[src/rtl/fteval_pkg.sv]
package fteval_pkg;

  // Operand width and operator codes on the input side
  localparam int W = 64;
  localparam int OPC_W = 3;
  localparam logic [OPC_W-1:0] OPC_ADD = 3'd0;
  localparam logic [OPC_W-1:0] OPC_SUB = 3'd1;
  localparam logic [OPC_W-1:0] OPC_MUL = 3'd2;
  localparam logic [OPC_W-1:0] OPC_DIV = 3'd3;

  localparam int FTE_QUEUE_DEPTH = 4;

  typedef enum logic [1:0] {
    KIND_ADD,
    KIND_SUB,
    KIND_MUL,
    KIND_DIV
  } kind_t;

  typedef struct packed {
    logic signed [W-1:0]     operand_first;
    logic signed [W-1:0]     operand_second;
    logic signed [W-1:0]     operand_third;
    logic signed [W-1:0]     operand_fourth;
    logic        [OPC_W-1:0] op_first;
    logic        [OPC_W-1:0] op_second;
    logic        [OPC_W-1:0] op_third;
  } fteval_in_t;

  typedef struct packed {
    logic signed [W-1:0] value;
    logic                error;
  } fteval_out_t;

  // Classified item: operands by position, decoded operators, bad-code flag
  typedef struct packed {
    logic  [3:0][W-1:0] opnd;
    kind_t [2:0]        kind;
    logic               bad;
  } cls_t;

  // Running evaluation state: settled sum, pending sign, open product term
  typedef struct packed {
    cls_t         cls;
    logic [W-1:0] sum;
    logic         sum_sub;
    logic [W-1:0] prod;
    logic         fault;
  } acc_t;

  // Signed add or subtract; top bit flags overflow
  function automatic logic [W:0] add_chk(logic [W-1:0] a, logic [W-1:0] b, logic sub);
    logic [W:0] s;
    s = sub ? ({a[W-1], a} - {b[W-1], b}) : ({a[W-1], a} + {b[W-1], b});
    return {s[W] ^ s[W-1], s[W-1:0]};
  endfunction

endpackage

[src/rtl/fteval_queue.sv]
module fteval_queue
  import fteval_pkg::*;
#(
  parameter int DEPTH = FTE_QUEUE_DEPTH
) (
  input  logic clk,
  input  logic rst,
  input  logic push,
  input  cls_t wdata,
  output logic full,
  input  logic pop,
  output cls_t rdata,
  output logic empty
);

  localparam int PW = $clog2(DEPTH);
  localparam int CW = $clog2(DEPTH + 1);
  localparam logic [PW-1:0] LAST = PW'(DEPTH - 1);

  cls_t          mem [DEPTH];
  logic [PW-1:0] wptr;
  logic [PW-1:0] rptr;
  logic [CW-1:0] cnt;
  logic          do_push;
  logic          do_pop;

  assign full    = (cnt == CW'(DEPTH));
  assign empty   = (cnt == '0);
  assign do_push = push && !full;
  assign do_pop  = pop && !empty;
  assign rdata   = mem[rptr];

  // Store incoming entries
  always_ff @(posedge clk) begin
    if (do_push) begin
      mem[wptr] <= wdata;
    end
  end

  // Advance pointers and occupancy
  always_ff @(posedge clk) begin
    if (rst) begin
      wptr <= '0;
      rptr <= '0;
      cnt  <= '0;
    end else begin
      if (do_push) begin
        wptr <= (wptr == LAST) ? '0 : wptr + 1'b1;
      end
      if (do_pop) begin
        rptr <= (rptr == LAST) ? '0 : rptr + 1'b1;
      end
      if (do_push && !do_pop) begin
        cnt <= cnt + 1'b1;
      end else if (do_pop && !do_push) begin
        cnt <= cnt - 1'b1;
      end
    end
  end

endmodule

[config.mk]
export PLATFORM = sky130hd
export DESIGN_NAME = fteval_queue
export DESIGN_NICKNAME = d
export VERILOG_FILES = /design/src/rtl/fteval_pkg.sv /design/src/rtl/fteval_queue.sv
export SDC_FILE = /design/constraint.sdc
export NUM_CORES = 1
export LEC_CHECK = 0
export CAP_MARGIN = 20
export CORE_MARGIN = 2
export CORE_UTILIZATION = 60
export DETAILED_ROUTE_END_ITERATION = 7
export DONT_BUFFER_PORTS = 1
export PLACE_DENSITY_LB_ADDON = 0.08
export SYNTH_ARGS = -nofsm -noshare
export SYNTH_HDL_FRONTEND = slang
export SYNTH_SLANG_ARGS = --single-unit
[constraint.sdc]
create_clock -name clk -period 17 [get_ports clk]
set_clock_uncertainty 0.05 [all_clocks]
set_input_delay 0.85 -clock clk [delete_from_list [all_inputs] [get_ports clk]]
set_output_delay 0.85 -clock clk [all_outputs]
set_load 0.05 [all_outputs]
==> Word-level counts from Yosys, hierarchy flattened <==
Memory sizes are Yosys's and may differ from the RTL's. A register that Yosys moved wholly into a read port is not among the register bits.
Index checks and enable logic that the tools add are counted.
{ "op_classes": {"n_addsub": 4, "eq_ne": 3, "mux": 8, "n_reduce_logical": 10} }
{ "op_table": {"columns": ["cell", "count"], "rows": [
  ["$mux 2", 4],
  ["$mux 3", 2],
  ["$add 2x1->2 const B", 2],
  ["$eq 2x2->1 const B", 2],
  ["$logic_and 1x1->1", 4],
  ["$logic_not 1->1", 4],
  ["$add 3x1->3 const B", 1],
  ["$eq 3x3->1 const B", 1],
  ["$logic_not 3->1", 1],
  ["$sub 3x1->3 const B", 1],
  ["$mux 1", 2],
  ["$reduce_bool 2->1", 1]
]} }
{ "word_totals": {"register_bits": 7, "ramBits": 1052, "inputBits": 267, "out_inout_bits": 265, "word_cells": 29, "n_memories": 1} }
{ "mem_list": {"columns": ["name", "words", "word_bits", "rd", "rd_ports_with_merged_regs", "wr", "line", "source"], "rows": [
  ["mem", 4, 263, 1, 1, 1, "fteval_queue.sv:20", "cls_t mem [DEPTH];"]
]} }

==> Depth between registers and ports, before layout <==
{ "logic_depth": {"word_depth": 7, "depth_mapped": 10} }

==> Least setup slack after synthesis <==
Ideal clock, no wire load.
{ "synth_timing": {"path_kind": "input -> register", "from": "input port push", "to": "memory mem[3][0] (netlist name) (enable)", "setup_ps": 659, "arrival_ps": 6889, "required_ps": 16291, "path_slack_ps": 9402, "stages": 1, "n_path_buf": 0, "path_cell_list": "and3_1"} }
{ "synth_via": {"elab_chain_cells": 3} }
{ "synth_rtl": {"columns": ["item", "line", "source"], "rows": [
  ["start: declaration", "fteval_queue.sv:8", "input logic push,"],
  ["$logic_and 1x1->1", "fteval_queue.sv:29", "assign do_push = push && !full;"],
  ["$mux 1", "fteval_queue.sv:35", "if (do_push) begin"],
  ["$mux 1 (implied by the code)", "fteval_queue.sv:36", "mem[wptr] <= wdata;"],
  ["end: declaration", "fteval_queue.sv:20", null]
]} }
Every way passes these cells.

==> results.sh <==
export IMPL_status="finished clean"
export IMPL_clk_latency_ps=640
export IMPL_rows=92
export IMPL_grt_pass1_vias=15600
export IMPL_core_area_um2=63100
export IMPL_ys_warnings_count=0
export IMPL_grtUsageTotal_pct=23.0
export IMPL_crit_required_ps=16100
export IMPL_cts_sinks=1061
export IMPL_synth_seq_cells=1061
export IMPL_hold_class="input pin to flop"
export IMPL_num_nets_final=1764
export IMPL_arrival_ps=4050
export IMPL_seq_power_share_pct=44.7
export IMPL_irDropWorstVdd_uv=106
export IMPL_endpoint_kind="output port"
export IMPL_cpMostUsedCell="buf_4"
export IMPL_path_buf_inv=2
export IMPL_ys_types=23
export IMPL_final_cells=2419
export IMPL_worst_slew_pin_slew_ps=1220
export IMPL_grt_pass1_wl_um=108000
export IMPL_area_growth_pct=10.8
export IMPL_max_freq_mhz=202
export IMPL_initial_core_util_pct=60.7
export IMPL_grt_overflow=0
export IMPL_clk_path_buf_depth=3
export IMPL_portBuffers=0
export IMPL_drive_gt1_share_pct=27.3
export IMPL_synth_area_um2=38300
export IMPL_antenna_cells=0
export IMPL_drc=0
export IMPL_crit_fanout=47
export IMPL_final_area_um2=42500
export IMPL_n_fill_cell=3899
export IMPL_setup_violations=0
export IMPL_placed_area_um2=39200
export IMPL_dieWidth_um=257
export IMPL_fin_crit_ps=4950
export IMPL_post_place_ws_ps=12330
export IMPL_post_route_util_pct=67.3
export IMPL_dp_hpwl_um=47400
export IMPL_cts_tree="built"
export IMPL_timing_final_crit_share_pct=29.1
export IMPL_cts_buffers=103
export IMPL_p_int_w=0.00486
export IMPL_pwr_density_cell_nw_per_um2=172
export IMPL_worstPathCellList="buf_4 -> buf_4 -> mux4_2"
export IMPL_layout_setup_ws_ps=12050
export IMPL_clk_pin_slew_ps=60
export IMPL_swShare_pct=33.4
export IMPL_antenna_left=0
export IMPL_syn_area_per_cell_um2=26.9
export IMPL_pin_count=532
export IMPL_p_sw_w=0.00243
export IMPL_cpPeakStageDelay_ps=970
export IMPL_detail_route_wl_per_cell_um=31.4
export IMPL_crit_slowest_cell="dfxtp_4"
export IMPL_slew_viol_final=0
export IMPL_relSlewSlack_pct=18.9
export IMPL_cts_setup_buffers=0
export IMPL_dr_pass1_iters=5
export IMPL_cap_violations=0
export IMPL_cp_start_kind="flop"
export IMPL_cts_htree_levels=3
export IMPL_dr_first_iter_drc_count=1395
export IMPL_worstSetupPathType="flop to output port"
export IMPL_vias=15200
export IMPL_grt_max_degree=170
export IMPL_antenna_found_initial=0
export IMPL_synthesis_instances=1423
export IMPL_rsz0062_at_grt="false"
export IMPL_finalSetupTns_ps=0
export IMPL_viasPerCell=6.29
export IMPL_clkPwrFrac_pct=29.4
export IMPL_p_leak_nw=12.9
export IMPL_holdBufCountCts=0
export IMPL_crit_family="buffers and inverters"
export IMPL_pwr_share_comb_pct=25.9
export IMPL_final_hold_violation_count=0
export IMPL_synth_seq_area_share_pct=82.9
export IMPL_cts_root_buf="clkbuf_16"
export IMPL_fp_dieH_um=257
export IMPL_place_inst=2230
export IMPL_cts_resized_gates=0
export IMPL_routed_wl_um=75900
export IMPL_dieArea_um2=65900
export IMPL_gp_congestion=0.882
export IMPL_syn_nets=1697
[placed cells by master (no fill, tap or decap), types with 3 or more instances in the layout]
cell          n
edfxtp_1   1052
mux4_2      263
clkbuf_16   105
clkbuf_1     26
clkinv_1     25
clkinv_2     20
buf_4        19
bufinv_16     8
dfxtp_1       7
ha_1          6
inv_1         5
nor2_1        4
and3_4        4
a21oi_1       3
[power by group through the flow]
stage | clock [W] | sequential, W | combinational (W)
2_1_floorplan | 0 | 0.00333 | 0.00169
3_3_place_gp | 0 | 0.00331 | 0.00191
3_5_place_dp | 0 | 0.00332 | 0.00191
4_1_cts | 0.00219 | 0.00326 | 0.00192
5_1_grt | 0.00229 | 0.00328 | 0.00195
6_report | 0.00214 | 0.00326 | 0.00189
[final cells by class]
type / count / area [µm²] / area share, %
clock inverter: 57 / 479 / 1.13
clock buffer: 131 / 2730 / 6.42
timing repair buffer: 22 / 210 / 0.495
tap: 846 / 1060 / 2.49
multi-input combinational: 297 / 6210 / 14.6
inverter: 5 / 18.8 / 0.0442
sequential: 1061 / 31800 / 74.8
[state kept, by name, indices dropped and copies added, names as in the netlist, named ones only]
| name | cells |
|---|---|
| mem | 1052 |
| cnt | 3 |
| rptr | 2 |
| wptr | 2 |
[routing by layer]
layer | vias to the layer above | share of wire (%) | GRT usage, %
met5 | - | 0 | 0
met4 | 0 | 3.1 | 8.59
met3 | 103 | 13 | 11.4
met2 | 634 | 48 | 35.0
met1 | 8142 | 36 | 28.9
li1 | 6328 | - | -
[through the flow]
step	total power [W]	hold slack [ps]
6_report	0.00730	232
4_1_cts	0.00737	192
5_1_grt	0.00753	207
3_3_place_gp	0.00522	423
2_1_floorplan	0.00501	413
3_5_place_dp	0.00523	432
[kinds of logic after synthesis]
logic type	after synthesis	synth area share (%)
AO/OA/AOI/OAI	7	0.104
flip-flops	1061	82.9
XOR/XNOR	2	0.0457
AND/OR/NAND/NOR	16	0.222
adder cells (fa/ha/maj)	7	0.248
multiplexers	265	15.5
buffers and inverters	65	0.963
[path summary, 6_finish.rpt]
path,from,to,slack (ps),depth (start not counted)
max reg2reg,cnt[0],mem[0][241],13420,4
min,rst,flop,230,1
min reg2reg,rptr[0],rptr[0],440,2
max,flop,rdata[176],12050,3
[cells in the mapped netlist]
cell      instances  area share, %
buf_6             8           0.24
nand2_1           1         0.0098
nand3_1           2          0.026
edfxtp_1       1052             82
mux2i_1           2          0.052
buf_1            15           0.15
mux4_2          263             15
dfxtp_1           9           0.47
ha_1              6           0.20
clkbuf_1          5          0.049
nor3_1            2          0.026
or3b_1            1          0.023
buf_4            10           0.20
xor2_1            2          0.046
a21oi_1           3          0.039
and3_1            4          0.065
buf_2            22           0.29
inv_1             5          0.049
nor2_1            4          0.039
o31ai_1           2          0.039
fa_1              1          0.052
o21ai_0           2          0.026
or3_1             2          0.033
(Power assumes the default switching activity.)
